### src/rtl/rps_pkg.sv
// Shared types, widths and codes of the reachability pattern scorer.
// Depends on nothing; the other files but rps_ram refer to it by scoped names.
package rps_pkg;

	// Sizes of the stores; all powers of two so a table address is a bit concatenation
	localparam int MAX_X      = 16;
	localparam int MAX_Y      = 16;
	localparam int MAX_Z      = 8;
	localparam int MAX_ORI    = 32;
	localparam int MAX_POINTS = 64;
	localparam int MAX_PATHS  = 8;

	localparam int X_W    = $clog2(MAX_X);
	localparam int Y_W    = $clog2(MAX_Y);
	localparam int Z_W    = $clog2(MAX_Z);
	localparam int ORI_W  = $clog2(MAX_ORI);
	localparam int TBL_AW = ORI_W + X_W + Y_W + Z_W;
	localparam int TBL_DEPTH = MAX_ORI * MAX_X * MAX_Y * MAX_Z;
	localparam int PT_AW  = $clog2(MAX_POINTS);
	localparam int CNT_W  = $clog2(MAX_POINTS + 1);
	localparam int PATH_W = $clog2(MAX_PATHS);

	// Field widths of the transactions
	localparam int OP_W     = 2;
	localparam int ORIF_W   = 5;
	localparam int CXY_W    = 6;
	localparam int CZ_W     = 4;
	localparam int SCORE_W  = 16;
	localparam int PATHF_W  = 3;
	localparam int OFS_W    = 7;
	localparam int TOTAL_W  = 19;
	localparam int MASK_W   = 8;
	// Shifted coordinate: unsigned cell plus signed offset
	localparam int COORD_W  = CXY_W + 2;

	// Configuration registers
	localparam int CFG_IDX_W  = 2;
	localparam int CFG_DATA_W = 6;
	localparam int CFGX_W   = 5;
	localparam int CFGY_W   = 5;
	localparam int CFGZ_W   = 4;
	localparam int CFGO_W   = 6;
	localparam logic [CFG_IDX_W-1:0] CFG_GRID_X = 2'd0;
	localparam logic [CFG_IDX_W-1:0] CFG_GRID_Y = 2'd1;
	localparam logic [CFG_IDX_W-1:0] CFG_GRID_Z = 2'd2;
	localparam logic [CFG_IDX_W-1:0] CFG_ORI    = 2'd3;

	// Effective (clamped) counts
	localparam int NX_W = $clog2(MAX_X + 1);
	localparam int NY_W = $clog2(MAX_Y + 1);
	localparam int NZ_W = $clog2(MAX_Z + 1);
	localparam int NO_W = $clog2(MAX_ORI + 1);

	typedef enum logic [OP_W-1:0] {
		OP_WRITE  = 2'd0,
		OP_CLEAR  = 2'd1,
		OP_APPEND = 2'd2,
		OP_SCORE  = 2'd3
	} op_t;

	typedef enum logic [2:0] {
		ST_IDLE,
		ST_WALK,
		ST_DRAIN,
		ST_SUM,
		ST_OUT
	} state_t;

	typedef struct packed {
		logic [ORIF_W-1:0]  ori;
		logic [CXY_W-1:0]   x;
		logic [CXY_W-1:0]   y;
		logic [CZ_W-1:0]    z;
		logic [PATH_W-1:0]  path;
	} pt_t;

	typedef struct packed {
		logic [NX_W-1:0] nx;
		logic [NY_W-1:0] ny;
		logic [NZ_W-1:0] nz;
		logic [NO_W-1:0] no;
	} grid_t;

	typedef struct packed {
		logic              clear;
		logic              upd;
		logic              upd_inrange;
		logic [PATH_W-1:0] upd_path;
		logic              sum;
		logic [PATH_W-1:0] sum_idx;
	} acc_ctrl_t;

endpackage

### src/rtl/rps_chan_if.sv
// Valid/ready channel interfaces for the input and result transactions.
// Depends on rps_pkg for field widths.
interface rps_in_if;
	logic                          valid;
	logic                          ready;
	logic [rps_pkg::OP_W-1:0]      opcode;
	logic [rps_pkg::ORIF_W-1:0]    ori_index;
	logic [rps_pkg::CXY_W-1:0]     cell_x;
	logic [rps_pkg::CXY_W-1:0]     cell_y;
	logic [rps_pkg::CZ_W-1:0]      cell_z;
	logic [rps_pkg::SCORE_W-1:0]   score_value;
	logic [rps_pkg::PATHF_W-1:0]   path_index;
	logic signed [rps_pkg::OFS_W-1:0] offset_x;
	logic signed [rps_pkg::OFS_W-1:0] offset_y;

	modport source (output valid, opcode, ori_index, cell_x, cell_y, cell_z, score_value,
		path_index, offset_x, offset_y, input ready);
	modport sink (input valid, opcode, ori_index, cell_x, cell_y, cell_z, score_value,
		path_index, offset_x, offset_y, output ready);
endinterface

interface rps_out_if;
	logic                          valid;
	logic                          ready;
	logic [rps_pkg::TOTAL_W-1:0]   total_score;
	logic [rps_pkg::MASK_W-1:0]    path_mask;
	logic                          is_match;

	modport source (output valid, total_score, path_mask, is_match, input ready);
	modport sink (input valid, total_score, path_mask, is_match, output ready);
endinterface

### src/rtl/rps_seq.sv
// Sequencer: decodes transactions, walks the pattern through a three-stage
// read pipeline, steps the path sum and holds the result register. Depends on rps_pkg.
module rps_seq (
	input  logic                         clk,
	input  logic                         arst_n,
	input  rps_pkg::grid_t               grid,
	rps_in_if.sink                       in_ch,
	rps_out_if.source                    out_ch,
	output logic                         pat_we,
	output logic [rps_pkg::PT_AW-1:0]    pat_waddr,
	output rps_pkg::pt_t                 pat_wdata,
	output logic [rps_pkg::PT_AW-1:0]    pat_raddr,
	input  rps_pkg::pt_t                 pat_rdata,
	output logic                         tbl_we,
	output logic [rps_pkg::TBL_AW-1:0]   tbl_waddr,
	output logic [rps_pkg::SCORE_W-1:0]  tbl_wdata,
	output logic [rps_pkg::TBL_AW-1:0]   tbl_raddr,
	output rps_pkg::acc_ctrl_t           acc,
	input  logic [rps_pkg::TOTAL_W-1:0]  acc_total,
	input  logic [rps_pkg::MASK_W-1:0]   acc_mask
);

	rps_pkg::state_t state_q, state_d;

	logic [rps_pkg::CNT_W-1:0]        count_q;
	logic [rps_pkg::CNT_W-1:0]        i_q;
	logic [rps_pkg::PATH_W-1:0]       sum_idx_q;
	logic signed [rps_pkg::OFS_W-1:0] dx_q, dy_q;
	logic                             valid_s1, valid_s2;
	logic                             inrange_s2;
	logic [rps_pkg::PATH_W-1:0]       path_s2;
	logic                             out_valid_q;
	logic [rps_pkg::TOTAL_W-1:0]      out_total_q;
	logic [rps_pkg::MASK_W-1:0]       out_mask_q;
	logic                             out_match_q;

	logic in_ready, accept, issue, load_out, sum_en;
	logic signed [rps_pkg::COORD_W-1:0] sx, sy;
	logic x_ok, y_ok, z_ok, o_ok;

	assign accept = in_ch.valid && in_ready;
	assign in_ch.ready = in_ready;

	// Next state and per-state strobes
	always_comb begin
		state_d  = state_q;
		in_ready = 1'b0;
		issue    = 1'b0;
		load_out = 1'b0;
		sum_en   = 1'b0;
		case (state_q)
			rps_pkg::ST_IDLE: begin
				in_ready = 1'b1;
				if (in_ch.valid && in_ch.opcode == rps_pkg::OP_SCORE) begin
					state_d = rps_pkg::ST_WALK;
				end
			end
			rps_pkg::ST_WALK: begin
				if (i_q < count_q) begin
					issue = 1'b1;
				end else begin
					state_d = rps_pkg::ST_DRAIN;
				end
			end
			rps_pkg::ST_DRAIN: begin
				if (!valid_s1 && !valid_s2) begin
					state_d = rps_pkg::ST_SUM;
				end
			end
			rps_pkg::ST_SUM: begin
				sum_en = 1'b1;
				if (sum_idx_q == rps_pkg::PATH_W'(rps_pkg::MAX_PATHS - 1)) begin
					state_d = rps_pkg::ST_OUT;
				end
			end
			rps_pkg::ST_OUT: begin
				if (!out_valid_q || out_ch.ready) begin
					load_out = 1'b1;
					state_d  = rps_pkg::ST_IDLE;
				end
			end
			default: begin
				state_d = rps_pkg::ST_IDLE;
			end
		endcase
	end

	always_ff @(posedge clk or negedge arst_n) begin
		if (!arst_n) begin
			state_q <= rps_pkg::ST_IDLE;
		end else begin
			state_q <= state_d;
		end
	end

	// Table write straight from an accepted write transaction; drop out-of-range cells
	assign tbl_we = accept && in_ch.opcode == rps_pkg::OP_WRITE
		&& 32'(in_ch.ori_index) < rps_pkg::MAX_ORI && 32'(in_ch.cell_x) < rps_pkg::MAX_X
		&& 32'(in_ch.cell_y) < rps_pkg::MAX_Y && 32'(in_ch.cell_z) < rps_pkg::MAX_Z;
	assign tbl_waddr = {in_ch.ori_index[rps_pkg::ORI_W-1:0], in_ch.cell_x[rps_pkg::X_W-1:0],
		in_ch.cell_y[rps_pkg::Y_W-1:0], in_ch.cell_z[rps_pkg::Z_W-1:0]};
	assign tbl_wdata = in_ch.score_value;

	// Append a point unless the pattern is full or the path is out of range
	assign pat_we = accept && in_ch.opcode == rps_pkg::OP_APPEND
		&& count_q < rps_pkg::CNT_W'(rps_pkg::MAX_POINTS)
		&& 32'(in_ch.path_index) < rps_pkg::MAX_PATHS;
	assign pat_waddr = count_q[rps_pkg::PT_AW-1:0];
	assign pat_wdata = '{ori: in_ch.ori_index, x: in_ch.cell_x, y: in_ch.cell_y,
		z: in_ch.cell_z, path: in_ch.path_index[rps_pkg::PATH_W-1:0]};

	// Stage 0: read the next stored point
	assign pat_raddr = i_q[rps_pkg::PT_AW-1:0];

	// Stage 1: shift the point, check it against the grid in use, read the table
	assign sx = rps_pkg::COORD_W'(signed'({2'b00, pat_rdata.x}))
		+ rps_pkg::COORD_W'(dx_q);
	assign sy = rps_pkg::COORD_W'(signed'({2'b00, pat_rdata.y}))
		+ rps_pkg::COORD_W'(dy_q);
	assign x_ok = !sx[rps_pkg::COORD_W-1]
		&& (sx[rps_pkg::COORD_W-2:0] < (rps_pkg::COORD_W-1)'(grid.nx));
	assign y_ok = !sy[rps_pkg::COORD_W-1]
		&& (sy[rps_pkg::COORD_W-2:0] < (rps_pkg::COORD_W-1)'(grid.ny));
	assign z_ok = rps_pkg::NZ_W'(pat_rdata.z) < grid.nz;
	assign o_ok = rps_pkg::NO_W'(pat_rdata.ori) < grid.no;
	assign tbl_raddr = {pat_rdata.ori[rps_pkg::ORI_W-1:0], sx[rps_pkg::X_W-1:0],
		sy[rps_pkg::Y_W-1:0], pat_rdata.z[rps_pkg::Z_W-1:0]};

	// Stage 2: table data meets the minimum tracker
	always_comb begin
		acc             = '0;
		acc.clear       = accept && in_ch.opcode == rps_pkg::OP_SCORE;
		acc.upd         = valid_s2;
		acc.upd_inrange = inrange_s2;
		acc.upd_path    = path_s2;
		acc.sum         = sum_en;
		acc.sum_idx     = sum_idx_q;
	end

	// Pipeline payload
	always_ff @(posedge clk) begin
		inrange_s2 <= x_ok && y_ok && z_ok && o_ok;
		path_s2    <= pat_rdata.path;
		if (accept && in_ch.opcode == rps_pkg::OP_SCORE) begin
			dx_q <= in_ch.offset_x;
			dy_q <= in_ch.offset_y;
		end
		if (load_out) begin
			out_total_q <= acc_total;
			out_mask_q  <= acc_mask;
			out_match_q <= acc_total != '0;
		end
	end

	// Control: point count, walk index, sum index, stage valids, result valid
	always_ff @(posedge clk or negedge arst_n) begin
		if (!arst_n) begin
			count_q     <= '0;
			i_q         <= '0;
			sum_idx_q   <= '0;
			valid_s1    <= 1'b0;
			valid_s2    <= 1'b0;
			out_valid_q <= 1'b0;
		end else begin
			valid_s1 <= issue;
			valid_s2 <= valid_s1;
			if (accept && in_ch.opcode == rps_pkg::OP_CLEAR) begin
				count_q <= '0;
			end
			if (pat_we) begin
				count_q <= count_q + 1'b1;
			end
			if (accept && in_ch.opcode == rps_pkg::OP_SCORE) begin
				i_q       <= '0;
				sum_idx_q <= '0;
			end
			if (issue) begin
				i_q <= i_q + 1'b1;
			end
			if (sum_en) begin
				sum_idx_q <= sum_idx_q + 1'b1;
			end
			if (load_out) begin
				out_valid_q <= 1'b1;
			end else if (out_ch.ready) begin
				out_valid_q <= 1'b0;
			end
		end
	end

	assign out_ch.valid       = out_valid_q;
	assign out_ch.total_score = out_total_q;
	assign out_ch.path_mask   = out_mask_q;
	assign out_ch.is_match    = out_match_q;

	a_count_bound: assert property (@(posedge clk) disable iff (!arst_n)
		count_q <= rps_pkg::CNT_W'(rps_pkg::MAX_POINTS))
		else $error("point count above pattern capacity");

	// A clear between scores may drop the count below the old walk index
	a_walk_bound: assert property (@(posedge clk) disable iff (!arst_n)
		(state_q == rps_pkg::ST_WALK) |-> (i_q <= count_q))
		else $error("walk index passed the point count");

	a_stage_order: assert property (@(posedge clk) disable iff (!arst_n)
		valid_s2 |-> $past(valid_s1))
		else $error("stage 2 valid without stage 1 the cycle before");

	a_idle_empty: assert property (@(posedge clk) disable iff (!arst_n)
		in_ready |-> (!valid_s1 && !valid_s2))
		else $error("new transaction accepted with points in flight");

	a_match_total: assert property (@(posedge clk) disable iff (!arst_n)
		out_valid_q |-> (out_match_q == (out_total_q != '0)))
		else $error("is_match disagrees with total_score");

endmodule

### src/flat_wrapper.sv
// flat-port wrapper written by rule: the top's interface ports become plain ports
module rps_seq_flat 
  (clk, arst_n, grid, pat_we, pat_waddr, pat_wdata, pat_raddr, pat_rdata, tbl_we, tbl_waddr, tbl_wdata, tbl_raddr, acc, acc_total, acc_mask, in_ch_valid, in_ch_opcode, in_ch_ori_index, in_ch_cell_x, in_ch_cell_y, in_ch_cell_z, in_ch_score_value, in_ch_path_index, in_ch_offset_x, in_ch_offset_y, in_ch_ready, out_ch_valid, out_ch_total_score, out_ch_path_mask, out_ch_is_match, out_ch_ready);
  rps_in_if in_ch_i ();
  rps_out_if out_ch_i ();
  input  logic clk;
  input  logic arst_n;
  input  rps_pkg::grid_t grid;
  output logic pat_we;
  output logic [rps_pkg::PT_AW-1:0] pat_waddr;
  output rps_pkg::pt_t pat_wdata;
  output logic [rps_pkg::PT_AW-1:0] pat_raddr;
  input  rps_pkg::pt_t pat_rdata;
  output logic tbl_we;
  output logic [rps_pkg::TBL_AW-1:0] tbl_waddr;
  output logic [rps_pkg::SCORE_W-1:0] tbl_wdata;
  output logic [rps_pkg::TBL_AW-1:0] tbl_raddr;
  output rps_pkg::acc_ctrl_t acc;
  input  logic [rps_pkg::TOTAL_W-1:0] acc_total;
  input  logic [rps_pkg::MASK_W-1:0] acc_mask;
  input wire logic [$bits(in_ch_i.valid)-1:0] in_ch_valid;
  input wire logic [$bits(in_ch_i.opcode)-1:0] in_ch_opcode;
  input wire logic [$bits(in_ch_i.ori_index)-1:0] in_ch_ori_index;
  input wire logic [$bits(in_ch_i.cell_x)-1:0] in_ch_cell_x;
  input wire logic [$bits(in_ch_i.cell_y)-1:0] in_ch_cell_y;
  input wire logic [$bits(in_ch_i.cell_z)-1:0] in_ch_cell_z;
  input wire logic [$bits(in_ch_i.score_value)-1:0] in_ch_score_value;
  input wire logic [$bits(in_ch_i.path_index)-1:0] in_ch_path_index;
  input wire logic [$bits(in_ch_i.offset_x)-1:0] in_ch_offset_x;
  input wire logic [$bits(in_ch_i.offset_y)-1:0] in_ch_offset_y;
  output wire logic [$bits(in_ch_i.ready)-1:0] in_ch_ready;
  output wire logic [$bits(out_ch_i.valid)-1:0] out_ch_valid;
  output wire logic [$bits(out_ch_i.total_score)-1:0] out_ch_total_score;
  output wire logic [$bits(out_ch_i.path_mask)-1:0] out_ch_path_mask;
  output wire logic [$bits(out_ch_i.is_match)-1:0] out_ch_is_match;
  input wire logic [$bits(out_ch_i.ready)-1:0] out_ch_ready;
  assign in_ch_i.valid = in_ch_valid;
  assign in_ch_i.opcode = in_ch_opcode;
  assign in_ch_i.ori_index = in_ch_ori_index;
  assign in_ch_i.cell_x = in_ch_cell_x;
  assign in_ch_i.cell_y = in_ch_cell_y;
  assign in_ch_i.cell_z = in_ch_cell_z;
  assign in_ch_i.score_value = in_ch_score_value;
  assign in_ch_i.path_index = in_ch_path_index;
  assign in_ch_i.offset_x = in_ch_offset_x;
  assign in_ch_i.offset_y = in_ch_offset_y;
  assign in_ch_ready = in_ch_i.ready;
  assign out_ch_valid = out_ch_i.valid;
  assign out_ch_total_score = out_ch_i.total_score;
  assign out_ch_path_mask = out_ch_i.path_mask;
  assign out_ch_is_match = out_ch_i.is_match;
  assign out_ch_i.ready = out_ch_ready;
  rps_seq u_core (.clk(clk), .arst_n(arst_n), .grid(grid), .in_ch(in_ch_i), .out_ch(out_ch_i), .pat_we(pat_we), .pat_waddr(pat_waddr), .pat_wdata(pat_wdata), .pat_raddr(pat_raddr), .pat_rdata(pat_rdata), .tbl_we(tbl_we), .tbl_waddr(tbl_waddr), .tbl_wdata(tbl_wdata), .tbl_raddr(tbl_raddr), .acc(acc), .acc_total(acc_total), .acc_mask(acc_mask));
endmodule
### config.mk
export PLATFORM = sky130hd
export DESIGN_NAME = rps_seq_flat
export DESIGN_NICKNAME = d
export VERILOG_FILES = /design/src/rtl/rps_pkg.sv /design/src/rtl/rps_chan_if.sv /design/src/rtl/rps_seq.sv /design/src/flat_wrapper.sv
export SDC_FILE = /design/constraint.sdc
export NUM_CORES = 1
export LEC_CHECK = 0
export ABC_AREA = 1
export BUFFER_PORTS_ARGS = -buffer_cell sky130_fd_sc_hd__buf_2
export CORE_ASPECT_RATIO = 1.2
export CORE_MARGIN = 8
export CORE_UTILIZATION = 48
export CTS_BUF_LIST = sky130_fd_sc_hd__clkbuf_4 sky130_fd_sc_hd__clkbuf_8 sky130_fd_sc_hd__clkbuf_16
export DETAILED_ROUTE_END_ITERATION = 8
export PLACE_DENSITY = 0.87
export REMOVE_ABC_BUFFERS = 1
export SLEW_MARGIN = 40
export SYNTH_ARGS = -nofsm -noshare
export SYNTH_HDL_FRONTEND = slang
export SYNTH_SLANG_ARGS = --single-unit
### constraint.sdc
create_clock -name clk -period 7.5 [get_ports clk]
set_clock_uncertainty 0.15 [all_clocks]
set_input_delay 2.25 -clock clk [delete_from_list [all_inputs] [get_ports clk]]
set_output_delay 2.25 -clock clk [all_outputs]
set_load 0.005 [all_outputs]
-- Word-level counts from Yosys, hierarchy flattened
Cells that the tools add are included.
- input port bits: 131
- word-level logic and storage cells: 91
- output and inout port bits: 126
- flip-flop bits (word level): 69
- reduce and logical (&&, ||, !) cells: 30
- magnitude comparators: 9
- multiplexer cells: 20
- eq/ne operators: 13
- $add $sub $neg: 5
- operators by type and width (cell ; number):
    7-bit 2-to-1 mux ; 4
    3-bit 2-to-1 mux ; 7
    19-bit nonzero test ; 1
    7-bit by 7-bit adder with 8-bit output ; 2
    1-bit logical AND ; 16
    3-bit case mux with 5 select lines ; 1
    7-bit by 1-bit adder with 7-bit output, second input constant ; 2
    7-bit by 5-bit less-than comparator with 1-bit output ; 2
    6-bit by 5-bit less-than comparator with 1-bit output, second input constant ; 2
    1-bit 2-to-1 mux ; 8
    2-bit by 1-bit inequality test with 1-bit output, second input constant ; 4
    2-bit nonzero test ; 4
    7-bit less-than comparator ; 1
    7-bit less-than comparator, second input constant ; 1
    3-bit by 2-bit equality test with 1-bit output, second input constant ; 2
    3-bit equality test, second input constant ; 2
    5-bit by 6-bit less-than comparator with 1-bit output ; 1
    1-bit zero test ; 5
    5-bit AND reduction ; 1
    2-bit equality test, second input constant ; 2
    4-bit less-than comparator ; 1
    4-bit less-than comparator, second input constant ; 1
    3-bit by 1-bit adder with 3-bit output, second input constant ; 1
    3-bit by 1-bit equality test with 1-bit output, second input constant ; 1
    5 further kinds ; 5

-- Logic depth before layout (Yosys ltp)
Gate-level depths: netlist (run 1).
- depth in word-level cells: 7
- gate-level depth with buffers: 14
- gate-level depth less buffers: 14

-- Worst setup path after synthesis (run 1)
No wires, ideal clock.
- kind: input -> output
- from: input in_ch_opcode[0]
- to: output acc[9] (netlist name)
- stages on the path: 2
- arrival time: 3484 ps
- slack: 1616 ps
- cell sequence: nand3_1 nor3_1
- RTL lines (what ; RTL line ; text):
    from (decl) ; flat_wrapper.sv:22 ; input wire logic [$bits(in_ch_i.opcode)-1:0] in_ch_opcode;
    to (decl) ; flat_wrapper.sv:18 ; output rps_pkg::acc_ctrl_t acc;

-- Worst setup path in the final report (run 1)
- from: input pat_rdata[15] (netlist name)
- to: output tbl_raddr[10] (netlist name)
- word-level cells in the longest chain between the ends: 1
- ends and longest elaborated chain (what ; RTL line ; text):
    from (decl) ; flat_wrapper.sv:13 ; input rps_pkg::pt_t pat_rdata;
    7-bit by 7-bit adder with 8-bit output ; rps_seq.sv:117 ; + rps_pkg::COORD_W'(dx_q);
    to (decl) ; flat_wrapper.sv:17 ; output logic [rps_pkg::TBL_AW-1:0] tbl_raddr;
No other way between the ends.

==> flow_metrics.tcl, run 1 <==
set metrics [dict create \
    status "finished clean" \
    antenna_left 0 \
    grt_pass1_vias 3599 \
    dpl_cell_area_mm2 0.004790 \
    synth-simple-area-share 0.1668 \
    dieArea_mm2 0.01243 \
    synth_fa_ha_area_frac 0.1150 \
    hp-class "flip-flop to flip-flop" \
    clock_path_buffers 2 \
    dpl.hpwl_mm 10.37 \
    vias_per_cell 4.954 \
    fmax_mhz 171.0 \
    fp.dieW_um 103.1 \
    drc 0 \
    yosys_warnings 0 \
    firstDrtPassIters 4 \
    cp_data_required_time_ps 5100 \
    synth.area.mux_share 0.002289 \
    path_class "primary input to output port" \
    insertion_delay_ps 340 \
    routed_wl_mm 12.44 \
    power_density_mw_per_mm2 270.1 \
    intPower_mw 0.8990 \
    drive_above_1_share 0.3564 \
    die_y_um 120.6 \
    synth.top_cell.area_share 0.2884 \
    syn_area_mm2 0.004373 \
    startpoint_type "primary input" \
    rsz0062_at_grt "false" \
    drt_iter0_markers 139 \
    worst_slew_pin_slew_ps 523.3 \
    pwr-share-seq 0.389 \
    vias 3458 \
    rows 38 \
    ys_types 35 \
    cts_setup_buffers 0 \
    cts_hold_buf 0 \
    final.setup.worst_slack_ps 1652 \
    setup_tns_ps 0 \
    setup_violations 0 \
    synth-seq-area-share 0.4383 \
    io-pin-count 257 \
    max-vdd-ir-drop_v 0.0002593 \
    design_area_mm2 0.005056 \
    clock_sink_count 69 \
    portBuffers 170 \
    syn_to_final_growth_pct 15.62 \
    finalCritPeriodShare 0.7797 \
    clock-root-buffer "clkbuf_8" \
    crit_path_max_fanout 6 \
    dp_slack_ps 1653 \
    cts_tree "done" \
    slew_headroom 0.6511 \
    path_clk_slew_ps 70 \
    fin_nets 743 \
    gp_congestion 0.8714 \
    core-area_mm2 0.008939 \
    synthTopCellsByArea "edfxtp_1, buf_4, dfrtp_1" \
    cp.arrival_ps 3450 \
    synth_compound_area_frac 0.04464 \
    synth_top_family_by_area "buffers and inverters" \
    antenna_found_initial 2 \
    synth_area_per_cell_um2 9.304 \
    htree_levels 3 \
    synth_xor_area_frac 0.02604 \
    combPwrFrac 0.335 \
    power.switching_mw 0.4667 \
    grt_pass1_wl_mm 17.94 \
    diodes 0 \
    switching_share 0.3417 \
    wl_per_cell_um 17.83 \
    grt.overflow.total 0 \
    cp-end-kind "output port" \
    cts-buffers-inserted 9 \
    syn_inst 470 \
    cts_resized 0 \
    yosys.area.top_type "edfxtp_1" \
    grt_max_degree 29 \
    grt_use_total 0.1952 \
    layout_min_cycle_time_ps 5848 \
    leakagePower_nw 2.632 \
    start_util 0.4892 \
    clkPwrFrac 0.276 \
    hold_violations 0 \
    ys_ff_latch 69 \
    maxCapViolCount 0 \
    slew_viol_final 0 \
]
cells in the mapped netlist:
library cell	number
nor2_1	20
o21ai_0	10
nand3b_1	1
o221ai_1	1
a21oi_1	12
ha_1	37
nand2_1	74
xor2_1	6
nor2_2	1
edfxtp_1	42
nand2_2	4
o22ai_1	4
nor2_4	2
nand3_1	29
and3_1	1
inv_1	76
inv_2	4
o32ai_2	1
a31oi_1	2
a21boi_0	1
dfrtp_1	23
buf_4	79
nor4_1	4
xnor2_1	7
buf_6	1
nand3b_4	1
nand4_1	9
nand3_2	1
dfxtp_1	4
nor3_1	5
o21ai_1	3
fa_1	2
nand2_4	1
mux2i_1	1
nor3_4	1
power groups by stage:
stage	Combinational, mW	Clock [mW]	Sequential [mW]
after detailed placement	0.456	0	0.539
after floorplan	0.280	0	0.536
after CTS	0.460	0.387	0.532
after global placement	0.430	0	0.534
final	0.458	0.377	0.531
after global routing	0.520	0.402	0.540
metal layers:
layer	part of all wire	vias to the layer above	GRT usage
li1	-	1664	-
met1	0.38	1602	0.2067
met2	0.48	168	0.3088
met3	0.13	18	0.1225
met4	0.011	6	0.05893
met5	0.0061	-	0.03846
final cells by class:
cell class / instances / area, µm²
multi-input combinational: 241 / 1564
sequential: 69 / 1917
inverter: 80 / 300.3
clock inverter: 5 / 106.4
timing repair buffer: 172 / 873.3
tap: 120 / 150.1
fill: 809 / 3882
clock buffer: 11 / 145.1
sequential cells by signal, indices dropped and copies added (netlist names), 3 cells and up:
name	flops
u_core.dy_q	7
u_core.dx_q	7
u_core.state_q	3
u_core.i_q	7
u_core.sum_idx_q	3
u_core.count_q	7
u_core.out_ch.path_mask	8
u_core.out_ch.total_score	19
u_core.path_s2	3
worst max-delay path: stages:
cell,delay [ps]
buf_2,100
ha_1,370
nand2_1,100
nand2_1,70
a31oi_1,170
xor2_1,220
buf_2,160
per-stage QoR:
| step | cells | total power [mW] | hold WS [ps] | utilization |
|---|---|---|---|---|
| global route | 698 | 1.462 | 245.9 | 0.5656 |
| floorplan | 390 | 0.8152 | 198.8 | - |
| global placement | 681 | 0.9644 | 212.1 | 0.5353 |
| finish | 698 | 1.366 | 236.1 | 0.5656 |
| CTS | 697 | 1.379 | 238.7 | 0.5640 |
| detailed placement | 681 | 0.9954 | 223.4 | 0.5358 |
logic make-up after synthesis:
| kind of cell | Yosys count |
|---|---|
| AND/OR/NAND/NOR | 154 |
| AO/OA/AOI/OAI | 34 |
| flip-flops | 69 |
| buffers and inverters | 160 |
| adder cells (fa/ha/maj) | 39 |
| XOR/XNOR | 13 |
| multiplexers | 1 |
worst paths after layout:
check / startpoint / endpoint / slack, ps / cells after the start
setup / recovery: pat_rdata[15] / tbl_raddr[10] / 1650 / 7
hold / removal: u_core.valid_s1$_DFF_PN0_ / u_core.valid_s2$_DFF_PN0_ / 240 / 0
setup reg to reg: u_core.dx_q[0]$_DFFE_PP_ / u_core.inrange_s2$_DFF_P_ / 5100 / 14
hold reg to reg: u_core.valid_s1$_DFF_PN0_ / u_core.valid_s2$_DFF_PN0_ / 240 / 0
max in group asynchronous: arst_n / u_core.count_q[3]$_DFFE_PN0P_ / 5120 / 1
min in group asynchronous: arst_n / u_core.valid_s1$_DFF_PN0_ / 1720 / 1
layout by cell type, fill, tap and decap left out, types with 4 or more instances in the layout:
master / netlist / layout
clkbuf_8: 0 / 10
nand3_1: 29 / 29
o22ai_1: 4 / 4
xor2_1: 6 / 6
nor3_1: 5 / 4
o21ai_0: 10 / 10
inv_1: 76 / 76
a21oi_1: 12 / 12
nand4_1: 9 / 9
dfxtp_1: 4 / 4
xnor2_1: 7 / 7
nor4_1: 4 / 4
nand2_1: 74 / 74
edfxtp_1: 42 / 42
ha_1: 37 / 37
nor2_1: 20 / 19
nand2_2: 4 / 4
buf_2: 0 / 170
dfrtp_1: 23 / 23
inv_2: 4 / 4
No activity file was read; power rests on OpenSTA's default activity.
==> run 2: changes to the inputs <==
Settings changed: ABC_AREA 1 to 0, CORE_UTILIZATION 48 to 44, PLACE_DENSITY 0.87 to 0.81.
Clock period 7.5 ns to 6 ns, I/O delays scaled along.
==> flow_metrics.tcl, run 2 <==
set metrics [dict create \
    cp-end-kind "output port" \
    die_y_um 124.4 \
    antenna_left 0 \
    routed_wl_mm 12.71 \
    dieArea_mm2 0.01322 \
    cts_hold_buf 0 \
    grt_pass1_vias 3670 \
    syn_to_final_growth_pct 15.81 \
    antenna_found_initial 0 \
    synth.top_cells.by_count "buf_4, edfxtp_1, inv_1" \
    grt_max_degree 29 \
    regToRegSetupSlack_ps 3120 \
    final_cell_mix "buf_2, edfxtp_1, inv_1" \
    max-vdd-ir-drop_v 0.0001476 \
    start_util 0.4525 \
    drc 0 \
    reg2reg_depth 12 \
    yosys.area.top_type "edfxtp_1" \
    htree_levels 3 \
    dp_slack_ps 1141 \
    hp-class "flip-flop to flip-flop" \
    slew_headroom 0.5800 \
    synth-seq-area-share 0.4452 \
    clock_sink_count 69 \
    crit_slowest_cell "ha_1" \
    synth.top_cell.area_share 0.2929 \
    ys_ff_latch 69 \
    yosys_warnings 0 \
    drt_iter0_markers 159 \
    portBuffers 170 \
    syn_area_mm2 0.004305 \
    slew_viol_final 0 \
    crit_chain "buf_2, ha_1, a21o_1, a21oi_1, xnor2_1, buf_2" \
    max_stage_delay_ps 330 \
    async_flop_share 0.3333 \
    synth_enable_flop_cells 42 \
    largest_reg_flops 19 \
    leakagePower_nw 2.425 \
    synthTopCellsByArea "edfxtp_1, buf_4, dfrtp_1" \
    final_common_cell "buf_2" \
    cts_resized 0 \
    rsz0062_at_grt "false" \
    whs_path_depth 0 \
    clock-root-buffer "clkbuf_16" \
    path_class "primary input to output port" \
    cp_data_required_time_ps 4050 \
    setup_tns_ps 0 \
    dpl.hpwl_mm 10.87 \
    clock_path_buffers 2 \
    rows 39 \
    status "finished clean" \
    diodes 0 \
    r2r_end "u_core.inrange_s2$_DFF_P_" \
    wl_per_cell_um 19.64 \
    cts-buffers-inserted 9 \
    final.setup.worst_slack_ps 1134 \
    worst_slew_pin_slew_ps 630.0 \
    vias 3372 \
    path_clk_slew_ps 60 \
    io-pin-count 257 \
    critPathTopFamily "compound AO/OA/AOI/OAI gates" \
    gp_congestion 0.9109 \
    cp_num_cells 6 \
    maxCapViolCount 0 \
    synth_area_per_cell_um2 10.25 \
    cp.arrival_ps 2920 \
    finalCritPeriodShare 0.8110 \
    fin_nets 689 \
    startpoint_type "primary input" \
    grt_use_total 0.1893 \
    fp.dieW_um 106.3 \
    cp_num_buf_inv 2 \
    min-delay-start "u_core.valid_s1$_DFF_PN0_" \
    drive_above_1_share 0.3721 \
    grt.overflow.total 0 \
    min_to "u_core.valid_s2$_DFF_PN0_" \
    post-synth-top-count-cell "buf_4" \
    rr_startpoint "u_core.dx_q[0]$_DFFE_PP_" \
    syn_inst 420 \
    grt_pass1_wl_mm 19.17 \
    insertion_delay_ps 320 \
    worst_path_most_repeated_cell "buf_2" \
    crit_path_max_fanout 2 \
    power_density_mw_per_mm2 350.9 \
    setup_violations 0 \
    cts_tree "done" \
    firstDrtPassIters 4 \
    core-area_mm2 0.009515 \
    fmax_mhz 205.5 \
    vias_per_cell 5.212 \
    cts_setup_buffers 0 \
    synth-main-ff-cell "edfxtp_1" \
    hold_violations 0 \
    ys_types 49 \
    layout_min_cycle_time_ps 4866 \
]
==> run 2: cell types whose count changed after synthesis, sizes merged, moves of 7 or more <==
cell,previous run,this run
a21oi,12,19
inv,80,40
nand2,79,20
nand2b,0,8
nand3,30,10
nor2b,0,10
o21ai,13,29
==> run 2: logic make-up after synthesis <==
group | share of synthesized area
AOI/OAI and AO/OA | 0.1232
xor gates and xnor gates | 0.01017
adders and majority gates | 0.1168
buffers and inverters | 0.1764
DFF | 0.4452
muxes | 0.004940
and+or+nand+nor | 0.1232
==> run 2: how the worst max path moves through the flow <==
stage,from,end,slack (ps)
final,pat_rdata[14],tbl_raddr[10],1130
after global routing,pat_rdata[13],tbl_raddr[9],1060
after CTS,pat_rdata[14],tbl_raddr[10],1140
after detailed placement,pat_rdata[14],tbl_raddr[10],1140
after global placement,pat_rdata[7],tbl_raddr[5],1180
after floorplan,pat_rdata[7],tbl_raddr[5],1440
==> run 2: per-stage QoR <==
stage               hold slack (ps)  std cells  area (µm²)  utilization  total power, mW
detailed placement            203.7        631        4710       0.4949            1.286
finish                        223.6        647        4986       0.5240            1.750
floorplan                     196.1        337        3696            -            1.025
CTS                           218.7        647        4986       0.5240            1.776
global placement              207.0        631        4708       0.4948            1.254
global route                  240.3        647        4986       0.5240            1.877
==> run 2: where the power goes <==
group	leakage [nW]	switching, mW	internal (mW)
clock	0.132	0.200	0.280
combinational	1.59	0.306	0.245
sequential	0.701	0.104	0.614
==> run 2: per-layer routing <==
metal | GRT usage | up-vias | wire [µm]
li1 | - | 1600 | -
met1 | 0.1825 | 1562 | 4529
met2 | 0.3094 | 183 | 6057
met3 | 0.1185 | 25 | 1762
met4 | 0.07884 | 2 | 305
met5 | 0.05159 | - | 53
==> run 2: final cells by class <==
cell class,count,area [µm²]
Timing Repair Buffer,171,858.3
Fill cell,864,4529
Tap cell,123,153.9
Sequential cell,69,1917
Multi-Input combinational cell,228,1630
Clock buffer,9,225.2
Inverter,40,150.1
Clock inverter,7,51.30
